$ cat src/sv/psp_pkg.sv
// ============================================================================
// psp_pkg
// Shared types and constants of the power-supply protection sequencer.
// ============================================================================
`default_nettype none

package psp_pkg;

    // Number of monitor channels that have a diagnostic word on the input.
    localparam int unsigned NUM_DIAG = 4;

    // Command codes
    typedef enum logic [1:0] {
        CMD_TICK      = 2'd0,
        CMD_FAST_TRIP = 2'd1,
        CMD_POWER_REQ = 2'd2,
        CMD_CLEAR     = 2'd3
    } command_t;

    // Fault codes
    localparam logic [2:0] FC_NONE      = 3'd0;
    localparam logic [2:0] FC_OVERCUR   = 3'd1;
    localparam logic [2:0] FC_OVERVOLT  = 3'd2;
    localparam logic [2:0] FC_OVERTEMP  = 3'd3;
    localparam logic [2:0] FC_UNDERVOLT = 3'd4;
    localparam logic [2:0] FC_CONV      = 3'd5;
    localparam logic [2:0] FC_BUS       = 3'd6;

    // Diagnostic bit masks
    localparam logic [15:0] BIT_POL    = 16'h0004;
    localparam logic [15:0] BIT_BUSUL  = 16'h0008;
    localparam logic [15:0] BIT_BUSOL  = 16'h0010;
    localparam logic [15:0] BIT_SHNTUL = 16'h0020;
    localparam logic [15:0] BIT_SHNTOL = 16'h0040;
    localparam logic [15:0] BIT_TMPOL  = 16'h0080;

    // Trip counter saturation value
    localparam logic [7:0] TRIPS_MAX = 8'd255;

    // Configuration register indexes
    localparam logic [2:0] REG_BOOT_WAIT     = 3'd0;
    localparam logic [2:0] REG_OFF_MIN       = 3'd1;
    localparam logic [2:0] REG_ARM_WAIT      = 3'd2;
    localparam logic [2:0] REG_STABLE        = 3'd3;
    localparam logic [2:0] REG_SETTLE        = 3'd4;
    localparam logic [2:0] REG_LOCKOUT_TRIPS = 3'd5;
    localparam logic [2:0] REG_FAULT_BITS    = 3'd6;
    localparam logic [2:0] REG_TRIP_BUS_LOSS = 3'd7;

    typedef struct packed {
        logic [1:0]  command;
        logic [31:0] now_ms;
        logic [15:0] diag_ch0;
        logic [15:0] diag_ch1;
        logic [15:0] diag_ch2;
        logic [15:0] diag_ch3;
        logic [3:0]  fresh_mask;
        logic [3:0]  cfg_ok_mask;
        logic        converter_fault;
        logic        update_busy;
        logic        host_link_alive;
        logic        request_on;
    } cmd_word_t;

    typedef struct packed {
        logic        power_enable;
        logic [2:0]  seq_state;
        logic [2:0]  fault_code;
        logic [3:0]  trip_channels;
        logic [7:0]  trips;
        logic        clear_sticky;
        logic        request_accepted;
        logic        led_host_link;
        logic        led_stale;
        logic        led_bus_gone;
        logic        led_warning;
    } res_word_t;

    // Priority classification of the tripping diagnostic bits.
    function automatic logic [2:0] fault_class(input logic [15:0] d);
        logic [2:0] c;
        begin
            if ((d & (BIT_SHNTOL | BIT_SHNTUL)) != 16'd0)
            begin
                c = FC_OVERCUR;
            end
            else if ((d & BIT_POL) != 16'd0)
            begin
                c = FC_OVERCUR;
            end
            else if ((d & BIT_BUSOL) != 16'd0)
            begin
                c = FC_OVERVOLT;
            end
            else if ((d & BIT_TMPOL) != 16'd0)
            begin
                c = FC_OVERTEMP;
            end
            else if ((d & BIT_BUSUL) != 16'd0)
            begin
                c = FC_UNDERVOLT;
            end
            else
            begin
                c = FC_NONE;
            end
            return c;
        end
    endfunction

endpackage

`default_nettype wire

$ cat src/sv/psp_if.sv
// ============================================================================
// psp_if
// Valid/ready channels carrying command words and result words.
// ============================================================================
`default_nettype none

interface psp_cmd_if;
    import psp_pkg::*;
    logic      valid;
    logic      ready;
    cmd_word_t word;
    modport source (output valid, output word, input ready);
    modport sink   (input valid, input word, output ready);
endinterface

interface psp_res_if;
    import psp_pkg::*;
    logic      valid;
    logic      ready;
    res_word_t word;
    modport source (output valid, output word, input ready);
    modport sink   (input valid, input word, output ready);
endinterface

`default_nettype wire

$ cat src/sv/psu_protection_state_machine.sv
// ============================================================================
// psu_protection_state_machine
// Power-supply protection sequencer: boot, off, arming, on, tripped, lockout.
// ============================================================================
// Flow: an accepted command word is held in the input register, then its
//   result word in the result register; an undrained result stalls it.
// Throughput: 1 word per cycle while the sink keeps up; the whole state
//   update is one combinational pass between the input and result registers.
// Reset: async active low; mode boot, all counters/codes/flags zero, power
//   off, configuration registers back to their defaults.
// ============================================================================
`default_nettype none

module psu_protection_state_machine
    import psp_pkg::*;
#(
    parameter int unsigned CHANNELS = 4
)
(
    input  wire logic        clk,
    input  wire logic        rst_n,
    input  wire logic        cfg_we,
    input  wire logic [2:0]  cfg_index,
    input  wire logic [15:0] cfg_data,
    psp_cmd_if.sink          cmd,
    psp_res_if.source        res
);

    typedef enum logic [2:0] {
        M_BOOT    = 3'd0,
        M_OFF     = 3'd1,
        M_ARMING  = 3'd2,
        M_ON      = 3'd3,
        M_TRIPPED = 3'd4,
        M_LOCKOUT = 3'd5
    } mode_t;

    // ------------------------------------------------------------------
    // Configuration registers
    // ------------------------------------------------------------------
    logic [15:0] boot_wait_reg;
    logic [15:0] off_min_reg;
    logic [15:0] arm_wait_reg;
    logic [15:0] stable_reg;
    logic [15:0] settle_reg;
    logic [7:0]  lockout_trips_reg;
    logic [15:0] fault_bits_reg;
    logic        trip_bus_loss_reg;

    always_ff @(posedge clk or negedge rst_n)
    begin
        if (!rst_n)
        begin
            boot_wait_reg     <= 16'd100;
            off_min_reg       <= 16'd100;
            arm_wait_reg      <= 16'd500;
            stable_reg        <= 16'd10000;
            settle_reg        <= 16'd50;
            lockout_trips_reg <= 8'd3;
            fault_bits_reg    <= 16'h00FC;
            trip_bus_loss_reg <= 1'b1;
        end
        else if (cfg_we)
        begin
            unique case (cfg_index)
                REG_BOOT_WAIT:     boot_wait_reg     <= cfg_data;
                REG_OFF_MIN:       off_min_reg       <= cfg_data;
                REG_ARM_WAIT:      arm_wait_reg      <= cfg_data;
                REG_STABLE:        stable_reg        <= cfg_data;
                REG_SETTLE:        settle_reg        <= cfg_data;
                REG_LOCKOUT_TRIPS: lockout_trips_reg <= cfg_data[7:0];
                REG_FAULT_BITS:    fault_bits_reg    <= cfg_data;
                REG_TRIP_BUS_LOSS: trip_bus_loss_reg <= cfg_data[0];
                default:           ;
            endcase
        end
    end

    // ------------------------------------------------------------------
    // Word flow: input register -> single-pass update -> result register.
    // Advance whenever the result register is empty or being drained, so
    // a new word enters every cycle while the sink keeps up.
    // ------------------------------------------------------------------
    logic      in_valid_reg;
    cmd_word_t in_word_reg;
    logic      out_valid_reg;
    res_word_t out_word_reg;
    logic      advance;

    assign advance   = in_valid_reg && (!out_valid_reg || res.ready);
    assign cmd.ready = !in_valid_reg || advance;
    assign res.valid = out_valid_reg;
    assign res.word  = out_word_reg;

    // ------------------------------------------------------------------
    // Sequencer state
    // ------------------------------------------------------------------
    mode_t       mode_reg,        mode_next;
    logic [2:0]  code_reg,        code_next;
    logic [3:0]  trip_chan_reg,   trip_chan_next;
    logic [7:0]  trips_reg,       trips_next;
    logic [31:0] entry_time_reg,  entry_time_next;
    logic [31:0] trip_time_reg,   trip_time_next;
    logic        wants_on_reg,    wants_on_next;
    logic        pend_trip_reg,   pend_trip_next;
    logic        enable_reg,      enable_next;
    res_word_t   res_next;

    // Per-word channel evaluation
    logic [15:0] diag_w [NUM_DIAG];
    logic [15:0] act_mask;
    logic [15:0] fault_hits;
    logic [3:0]  fault_chans;
    logic [3:0]  alive;
    logic [3:0]  stale;
    logic [3:0]  cfg_bad;
    logic        stale_any;
    logic        bus_down;
    logic        conv_fault;
    logic [31:0] now;
    logic        clr;

    assign now       = in_word_reg.now_ms;
    assign diag_w[0] = in_word_reg.diag_ch0;
    assign diag_w[1] = in_word_reg.diag_ch1;
    assign diag_w[2] = in_word_reg.diag_ch2;
    assign diag_w[3] = in_word_reg.diag_ch3;

    // Bus under-limit only counts as a fault while on.
    assign act_mask = (mode_reg == M_ON) ? fault_bits_reg : (fault_bits_reg & ~BIT_BUSUL);

    always_comb
    begin
        fault_hits  = 16'd0;
        fault_chans = 4'd0;
        alive       = 4'd0;
        stale       = 4'd0;
        cfg_bad     = 4'd0;
        for (int i = 0; i < NUM_DIAG; i++)
        begin
            if (i < CHANNELS)
            begin
                fault_hits     = fault_hits | (diag_w[i] & act_mask);
                fault_chans[i] = |(diag_w[i] & act_mask);
                alive[i]       = in_word_reg.fresh_mask[i];
                stale[i]       = !in_word_reg.fresh_mask[i];
                cfg_bad[i]     = in_word_reg.fresh_mask[i] && !in_word_reg.cfg_ok_mask[i];
            end
        end
    end

    // Channels without a diagnostic input are absent and so always stale.
    assign stale_any  = (|stale) || (CHANNELS > NUM_DIAG);
    assign bus_down   = (alive == 4'd0);
    assign conv_fault = in_word_reg.converter_fault
                        && (mode_reg == M_ON || mode_reg == M_ARMING);

    // ------------------------------------------------------------------
    // Next-state logic, evaluated in program order like the firmware loop.
    // Each mode change restamps the entry time only if the mode differs.
    // ------------------------------------------------------------------
    always_comb
    begin
        mode_next       = mode_reg;
        code_next       = code_reg;
        trip_chan_next  = trip_chan_reg;
        trips_next      = trips_reg;
        entry_time_next = entry_time_reg;
        trip_time_next  = trip_time_reg;
        wants_on_next   = wants_on_reg;
        pend_trip_next  = pend_trip_reg;
        enable_next     = enable_reg;
        clr             = 1'b0;
        res_next        = '0;
        res_next.request_accepted = 1'b1;

        unique case (command_t'(in_word_reg.command))
            CMD_TICK:
            begin
                // Deferred fast trip lands first.
                if (pend_trip_reg)
                begin
                    pend_trip_next = 1'b0;
                    if (mode_reg == M_ON || mode_reg == M_ARMING)
                    begin
                        code_next      = FC_NONE;
                        trip_chan_next = 4'd0;
                        trip_time_next = now;
                        if (trips_next != TRIPS_MAX)
                        begin
                            trips_next = trips_next + 8'd1;
                        end
                        mode_next       = M_TRIPPED;
                        entry_time_next = now;
                    end
                end

                unique case (mode_next)
                    M_BOOT:
                    begin
                        enable_next = 1'b0;
                        if ((now - entry_time_next) >= {16'd0, boot_wait_reg})
                        begin
                            clr             = 1'b1;
                            mode_next       = M_OFF;
                            entry_time_next = now;
                        end
                    end
                    M_OFF:
                    begin
                        enable_next = 1'b0;
                        if (wants_on_reg && (now - entry_time_next) >= {16'd0, off_min_reg})
                        begin
                            clr             = 1'b1;
                            enable_next     = 1'b1;
                            mode_next       = M_ARMING;
                            entry_time_next = now;
                        end
                    end
                    M_ARMING:
                    begin
                        if (!wants_on_reg)
                        begin
                            enable_next     = 1'b0;
                            mode_next       = M_OFF;
                            entry_time_next = now;
                        end
                        else if (conv_fault)
                        begin
                            enable_next    = 1'b0;
                            code_next      = FC_CONV;
                            trip_chan_next = 4'd0;
                            trip_time_next = now;
                            if (trips_next != TRIPS_MAX)
                            begin
                                trips_next = trips_next + 8'd1;
                            end
                            mode_next       = M_TRIPPED;
                            entry_time_next = now;
                        end
                        else if ((now - entry_time_next) >= {16'd0, arm_wait_reg})
                        begin
                            clr             = 1'b1;
                            mode_next       = M_ON;
                            entry_time_next = now;
                        end
                    end
                    M_ON:
                    begin
                        if (!wants_on_reg)
                        begin
                            enable_next     = 1'b0;
                            mode_next       = M_OFF;
                            entry_time_next = now;
                        end
                        else
                        begin
                            // Long stable run forgives earlier trips.
                            if ((now - entry_time_next) >= {16'd0, stable_reg})
                            begin
                                trips_next = 8'd0;
                            end
                            if (fault_hits != 16'd0 || conv_fault
                                || (trip_bus_loss_reg && bus_down))
                            begin
                                enable_next    = 1'b0;
                                trip_chan_next = fault_chans;
                                if (conv_fault)
                                begin
                                    code_next = FC_CONV;
                                end
                                else if (fault_hits != 16'd0)
                                begin
                                    code_next = fault_class(fault_hits);
                                end
                                else
                                begin
                                    code_next = FC_BUS;
                                end
                                trip_time_next = now;
                                if (trips_next != TRIPS_MAX)
                                begin
                                    trips_next = trips_next + 8'd1;
                                end
                                mode_next       = M_TRIPPED;
                                entry_time_next = now;
                            end
                        end
                    end
                    M_TRIPPED:
                    begin
                        enable_next = 1'b0;
                        // Classify an unexplained trip once things settle.
                        if (code_next == FC_NONE
                            && (now - trip_time_next) >= {16'd0, settle_reg})
                        begin
                            if (fault_hits != 16'd0)
                            begin
                                code_next      = fault_class(fault_hits);
                                trip_chan_next = fault_chans;
                            end
                            else if (conv_fault)
                            begin
                                code_next = FC_CONV;
                            end
                            else
                            begin
                                code_next = FC_BUS;
                            end
                        end
                        if (trips_next >= lockout_trips_reg)
                        begin
                            mode_next       = M_LOCKOUT;
                            entry_time_next = now;
                        end
                    end
                    M_LOCKOUT:
                    begin
                        enable_next = 1'b0;
                    end
                    default:
                    begin
                        mode_next       = M_BOOT;
                        entry_time_next = now;
                    end
                endcase

                res_next.clear_sticky  = clr;
                res_next.led_host_link = in_word_reg.host_link_alive;
                res_next.led_stale     = stale_any;
                res_next.led_bus_gone  = bus_down;
                res_next.led_warning   = (cfg_bad != 4'd0) || conv_fault
                                         || (fault_hits != 16'd0 && mode_next != M_TRIPPED);
            end
            CMD_FAST_TRIP:
            begin
                // Drop power now; the trip itself lands on the next tick.
                if (mode_reg == M_ON || mode_reg == M_ARMING)
                begin
                    enable_next    = 1'b0;
                    pend_trip_next = 1'b1;
                end
            end
            CMD_POWER_REQ:
            begin
                if (in_word_reg.request_on
                    && (mode_reg == M_TRIPPED || mode_reg == M_LOCKOUT))
                begin
                    res_next.request_accepted = 1'b0;
                end
                else if (in_word_reg.request_on && in_word_reg.update_busy)
                begin
                    res_next.request_accepted = 1'b0;
                end
                else
                begin
                    wants_on_next = in_word_reg.request_on;
                end
            end
            CMD_CLEAR:
            begin
                // Lockout keeps its mode until reset.
                res_next.clear_sticky = 1'b1;
                code_next             = FC_NONE;
                trip_chan_next        = 4'd0;
                wants_on_next         = 1'b0;
                if (mode_reg == M_TRIPPED)
                begin
                    trips_next      = 8'd0;
                    mode_next       = M_OFF;
                    entry_time_next = now;
                end
            end
            default:
            begin
            end
        endcase

        res_next.power_enable  = enable_next;
        res_next.seq_state     = mode_next;
        res_next.fault_code    = code_next;
        res_next.trip_channels = trip_chan_next;
        res_next.trips         = trips_next;
    end

    // ------------------------------------------------------------------
    // Control, state and result registers
    // ------------------------------------------------------------------
    always_ff @(posedge clk or negedge rst_n)
    begin
        if (!rst_n)
        begin
            in_valid_reg   <= 1'b0;
            out_valid_reg  <= 1'b0;
            mode_reg       <= M_BOOT;
            code_reg       <= FC_NONE;
            trip_chan_reg  <= 4'd0;
            trips_reg      <= 8'd0;
            entry_time_reg <= 32'd0;
            trip_time_reg  <= 32'd0;
            wants_on_reg   <= 1'b0;
            pend_trip_reg  <= 1'b0;
            enable_reg     <= 1'b0;
        end
        else
        begin
            if (cmd.valid && cmd.ready)
            begin
                in_valid_reg <= 1'b1;
            end
            else if (advance)
            begin
                in_valid_reg <= 1'b0;
            end

            if (advance)
            begin
                out_valid_reg  <= 1'b1;
                mode_reg       <= mode_next;
                code_reg       <= code_next;
                trip_chan_reg  <= trip_chan_next;
                trips_reg      <= trips_next;
                entry_time_reg <= entry_time_next;
                trip_time_reg  <= trip_time_next;
                wants_on_reg   <= wants_on_next;
                pend_trip_reg  <= pend_trip_next;
                enable_reg     <= enable_next;
            end
            else if (res.ready)
            begin
                out_valid_reg <= 1'b0;
            end
        end
    end

    // Payload registers: hold until the next transfer.
    always_ff @(posedge clk)
    begin
        if (cmd.valid && cmd.ready)
        begin
            in_word_reg <= cmd.word;
        end
        if (advance)
        begin
            out_word_reg <= res_next;
        end
    end

endmodule

`default_nettype wire
$ cat src/flat_wrapper.sv
// flat-port wrapper written by rule: the top's interface ports become plain ports
module psu_protection_state_machine_flat import psp_pkg::*;
#(
    parameter int unsigned CHANNELS = 4
)
  (clk, rst_n, cfg_we, cfg_index, cfg_data, cmd_valid, cmd_word, cmd_ready, res_valid, res_word, res_ready);
  psp_cmd_if cmd_i ();
  psp_res_if res_i ();
  input  wire logic clk;
  input  wire logic rst_n;
  input  wire logic cfg_we;
  input  wire logic [2:0] cfg_index;
  input  wire logic [15:0] cfg_data;
  input wire logic [$bits(cmd_i.valid)-1:0] cmd_valid;
  input wire logic [$bits(cmd_i.word)-1:0] cmd_word;
  output wire logic [$bits(cmd_i.ready)-1:0] cmd_ready;
  output wire logic [$bits(res_i.valid)-1:0] res_valid;
  output wire logic [$bits(res_i.word)-1:0] res_word;
  input wire logic [$bits(res_i.ready)-1:0] res_ready;
  assign cmd_i.valid = cmd_valid;
  assign cmd_i.word = cmd_word;
  assign cmd_ready = cmd_i.ready;
  assign res_valid = res_i.valid;
  assign res_word = res_i.word;
  assign res_i.ready = res_ready;
  psu_protection_state_machine #(.CHANNELS(CHANNELS)) u_core (.clk(clk), .rst_n(rst_n), .cfg_we(cfg_we), .cfg_index(cfg_index), .cfg_data(cfg_data), .cmd(cmd_i), .res(res_i));
endmodule
$ cat config.mk
export PLATFORM = sky130hd
export DESIGN_NAME = psu_protection_state_machine_flat
export DESIGN_NICKNAME = d
export VERILOG_FILES = /design/src/sv/psp_pkg.sv /design/src/sv/psp_if.sv /design/src/sv/psu_protection_state_machine.sv /design/src/flat_wrapper.sv
export SDC_FILE = /design/constraint.sdc
export NUM_CORES = 1
export LEC_CHECK = 0
export BUFFER_PORTS_ARGS = -buffer_cell sky130_fd_sc_hd__buf_2
export CAP_MARGIN = 40
export CORE_ASPECT_RATIO = 1.1
export CORE_MARGIN = 8
export CORE_UTILIZATION = 50
export DETAILED_ROUTE_END_ITERATION = 7
export HOLD_SLACK_MARGIN = 0.06
export PLACE_DENSITY = 0.72
export SLEW_MARGIN = 20
export SYNTH_ARGS = -nofsm -noshare
export SYNTH_HDL_FRONTEND = slang
export SYNTH_SLANG_ARGS = --single-unit
$ cat constraint.sdc
create_clock -name clk -period 10.4 [get_ports clk]
set_clock_uncertainty 0.2 [all_clocks]
set_input_delay 3.12 -clock clk [delete_from_list [all_inputs] [get_ports clk]]
set_output_delay 3.12 -clock clk [all_outputs]
set_load 0.01 [all_outputs]
* Yosys cells after proc, flatten, opt, wreduce, memory -nomap -nowiden *
Cells that the tools add are included.

word-level totals
  register bits = 327
  input bits = 134
  output and inout port bits = 27

operators by class
  add/sub/neg operators = 5
  $lt $le $gt $ge = 6
  equality and inequality tests = 27
  muxes and demuxes = 109
  bitwise operators = 7
  reduce and logical (&&, ||, !) cells = 62

operators by type and width
  kind                                                             count
  32-bit two-way mux                                               19
  32-bit one-hot mux with 6 select lines                           1
  32-bit by 16-bit greater-or-equal comparator with 1-bit output   5
  32-bit one-hot mux with 2 select lines                           2
  8-bit two-way mux                                                15
  3-bit two-way mux                                                29
  16-bit AND                                                       4
  16-bit OR reduction                                              4
  32-bit subtractor                                                2
  16-bit bitwise OR                                                3
  4-bit two-way mux                                                9
  8-bit one-hot mux with 2 select lines                            2
  16-bit nonzero test                                              2
  8-bit by 1-bit adder with 8-bit output, second input constant    3
  3-bit == test, second input constant                             8
  8-bit != test, second input constant                             3
  1-bit two-way mux                                                19
  3-bit by 2-bit == test with 1-bit output, second input constant  6
  3-bit one-hot mux with 6 select lines                            1
  2-bit AND reduction                                              9
  1-bit logical AND                                                13
  3-bit one-hot mux with 2 select lines                            2
  4-bit one-hot mux with 3 select lines                            1
  1-bit logical NOT                                                10
  23 further kinds                                                 44

* Longest topological paths before layout *
  depth after elaboration = 17
  mapped depth = 34

* Worst setup path before layout *
No wires, ideal clock.

  path kind = input-to-output
  from = input port res_ready
  to = output port cmd_ready
  data arrival time = 3.329 ns
  data required time = 7.080 ns
  setup slack = 3.751 ns
  stages = 1
  buffers on the path = 0
  cells stage by stage = nand3b_1

between the ends
  word-level cells in the longest chain between the ends = 3

ends and longest elaborated chain
  item                RTL line                            RTL
  start: declaration  flat_wrapper.sv:19                  input wire logic [$bits(res_i.ready)-1:0] res_ready;
  1-bit logical OR    psu_protection_state_machine.sv:90  assign advance = in_valid_reg && (!out_valid_reg || res.ready);
  1-bit logical AND   psu_protection_state_machine.sv:90
  1-bit logical OR    psu_protection_state_machine.sv:91  assign cmd.ready = !in_valid_reg || advance;
  end: declaration    flat_wrapper.sv:16                  output wire logic [$bits(cmd_i.ready)-1:0] cmd_ready;

No other way between the ends.

==> impl_results.md <==
- Crit path max fanout: around 50
- CTS tree: done
- Hpwl dp: between 40000 and 50000 um
- Core ar.: between 0.04 and 0.05 mm^2
- Gpl congestion: 0.969
- Post-cts resize count: 0
- Tot GR Track Use: around a quarter
- Synth Register Bits: 327
- Min-delay src: u_core.trip_time_reg[1]$_DFFE_PN0P_
- Nets: 2557
- Clock Latency Late Sink: ~0.57 ns
- Ys Warns: 0
- Layout area overhead: 12.6%
- Die ar.: roughly 0.05 mm^2
- Critical path buffers and inverters: 2
- Antenna-violating nets left: 0
- Max IR drop VDD: 159 uV
- Worst Tran Pin Value: 0.868 ns
- Hold EP: u_core.trip_time_reg[1]$_DFFE_PN0P_
- Post-synth top cells: 215 x nand2_1, 205 x a21oi_1, 163 x dfrtp_1
- # fillers: between 3000 and 4000
- Post-synth EDFFs: around 140
- Crit-path leading delay family: compound AO/OA/AOI/OAI gates
- I/O Pins: 161
- Final period utilization: 70.5%
- IO Port Bufs: between 150 and 200
- Cell depth of the worst flop-to-flop path: 25
- Wire per inst: 21.5 um
- Syn avg cell area: 9.78 um^2
- Area leader, netlist: dfrtp_1
- WP data arrival: ~7.5 ns
- Final hold violations: 0
- Number of global-route vias before repair: 17254
- Routed Wire Length: 61400 um
- Setup_tns: 0 ns
- Setup violations, final: 0
- Initial antenna violation count: 1
- RSZ-0062 raised after global routing: no
- Non-Filler Instances: 2853
- Setup crit end kind: register
- Dpl cells: 2783
- Clock buffer depth: 3
- Synthesized Nets: ~2400
- LEAKAGE: 10.0 nW
- Minimum clock period: 7.33 ns
- PwrDens: 255 mW/mm^2
- First-pass detailed-route iteration total: 6
- Pre-CTS setup slack: 3.23 ns
- Die width: 211 um
- Initial Util: just over 50%
- Top-area cell type share of the netlist area: 19.5%
- Reg2reg setup slack: 3.07 ns
- Top cells by area, synth: dfrtp_1 20%, edfxtp_1 19%, ha_1 9.4%
- Async S/R FF share, synth: 58.7%
- Post-CTS Hold Buffers: 0
- Largest register FFs: 64
- DRC: 0
- Postcts setup bufs: 0
- Max Cap Viol: 0
- Layout cell share with drive strength beyond 1: roughly 18%
- Number of DRC markers in iteration 0: 1795
- Crit Reg-Reg Endpoint: u_core.res.word[15]$_DFFE_PP_
- Crit start category: register
- First-pass GRT wire length: 96600 um
- Clock root cell: clkbuf_16
- Worst EP required: 10.60 ns
- Global route overflow: 0
- Worst-path clk slew: 0.06 ns
- Hold depth: 2
- Critical path depth: 25
- CTS sink cnt: between 300 and 400
- Synthesized instance count: 2135
- Ys flop type: dfrtp_1
- Slew HR: between 40% and 50%
- R2R Path Start: u_core.mode_reg[2]$_DFFE_PN0P_
- Top-count cell post-synth: nand2_1
- # diodes: 0
- Fmax: 136 MHz
- Slew Limit Fails: 0
- Outcome: finished clean
- Final core utilization: 57.1%
- Num rows: a little under 80
- Via/cell ratio: 6.13
- Die H: around 230 um
- H-tree depth: 2
- CTS buffer count: 37
- Most used cell, CP: a21o_1
- Distinct cells, synth: between 90 and 100
- Kind of critical path: reg -> reg
- Worst min-delay path class: reg -> reg
- Mapped cell area: 0.0209 mm^2
- Pin count of the biggest net entering global routing: 71
- Via Count: 17486
- Crit path largest cell delay: between 0.7 and 0.8 ns
- CP max-delay cell: dfrtp_1
- Seq/Total Area, Yosys: between 40% and 50%
- Final worst slack: between 3 and 4 ns
layout by cell type (no fill, tap or decap), drive strengths merged, types with 13 or more instances in the layout:
cell type / netlist / final
buf: 11 / 184
a22oi: 27 / 27
a21oi: 205 / 205
o31ai: 20 / 20
ha: 157 / 157
o21a: 14 / 14
nand3: 34 / 34
o21ai: 154 / 154
o22ai: 16 / 16
nand4: 29 / 29
a211oi: 21 / 21
xnor2: 29 / 29
nor2: 101 / 101
a31oi: 24 / 24
edfxtp: 135 / 135
mux2: 105 / 105
dfstp: 29 / 29
nor3: 33 / 33
a21o: 50 / 50
and2: 51 / 51
dfrtp: 163 / 163
nor2b: 18 / 18
nand2b: 24 / 24
nor4: 13 / 13
nand2: 215 / 215
or2: 13 / 13
and3: 13 / 13
inv: 129 / 131
clkbuf: 84 / 54
final cells by class:
| cell class | count | area, um^2 | area share, % |
|---|---|---|---|
| clock buffer | 53 | 1040 | 4.41 |
| clock inverter | 15 | 233 | 0.990 |
| inverter | 130 | 488 | 2.08 |
| multi-input combinational | 1583 | 11100 | 47.2 |
| sequential | 327 | 8890 | 37.8 |
| tap | 560 | 701 | 2.98 |
| timing repair buffer | 185 | 1070 | 4.55 |
power breakdown:
part	leakage [nW]	internal, mW	switching (mW)
logic	5.79	1.15	1.71
clock network	0.619	0.805	0.556
registers	3.63	1.61	0.152
per-layer routing:
metal | routed length [um] | track usage (%) | vias to the layer above
met1 | 26000 | 32.2 | 8501
met4 | 1890 | 7.77 | 2
met5 | 13 | 0 | -
met2 | 30000 | 42.4 | 654
li1 | - | - | 8198
met3 | 3470 | 3.63 | 131
worst register-to-register path, stage by stage (launching register included):
cell and delay (ns):
dfrtp_1 0.76, nand3b_1 0.22, buf_4 0.46, nor2_1 0.16, a21o_1 0.20, inv_1 0.06, ha_1 0.21, nor2b_1 0.14
o2111ai_1 0.38, a211oi_1 0.20, or2_2 0.34, a21o_1 0.18, a21oi_1 0.18, xnor2_1 0.17, ha_1 0.28, a21o_1 0.17
a21oi_1 0.16, o221ai_1 0.16, or4_1 0.48, a2111oi_0 0.52, nand3_1 0.13, nor4_1 0.21, nand4_1 0.29, o311ai_0 0.61
a31oi_1 0.16, o22ai_1 0.15
logic make-up (layout without fill, tap and decap cells):
kind of cell	count (synthesis)	count (layout)	share of synthesized area (%)
AO/OA/AOI/OAI	676	676	21.0
XOR/XNOR	40	40	1.68
adder cells (fa/ha/maj)	159	159	9.60
buffers and inverters	225	383	4.37
flip-flops	327	327	42.6
multiplexers	117	117	6.78
AND/OR/NAND/NOR	591	591	14.0
worst max-delay path by stage:
stage	from	end	slack, ns
4_1_cts	u_core.mode_reg[2]$_DFFE_PN0P_	u_core.res.word[9]$_DFFE_PP_	3.19
3_3_place_gp	u_core.mode_reg[2]$_DFFE_PN0P_	u_core.res.word[9]$_DFFE_PP_	3.08
5_1_grt	u_core.mode_reg[2]$_DFFE_PN0P_	u_core.res.word[15]$_DFFE_PP_	2.50
2_1_floorplan	res_ready	cmd_ready	3.75
6_report	u_core.mode_reg[2]$_DFFE_PN0P_	u_core.res.word[15]$_DFFE_PP_	3.07
3_5_place_dp	u_core.mode_reg[2]$_DFFE_PN0P_	u_core.res.word[9]$_DFFE_PP_	3.23
metrics by stage:
stage	cell area (um^2)	hold WS [ns]	power, mW
after floorplan	20900	0.250	3.80
after global placement	22100	0.266	4.51
after detailed placement	22200	0.287	4.58
after CTS	23500	0.298	5.98
after global routing	23500	0.303	6.40
final	23500	0.300	5.99
(Power assumes the default switching activity.)
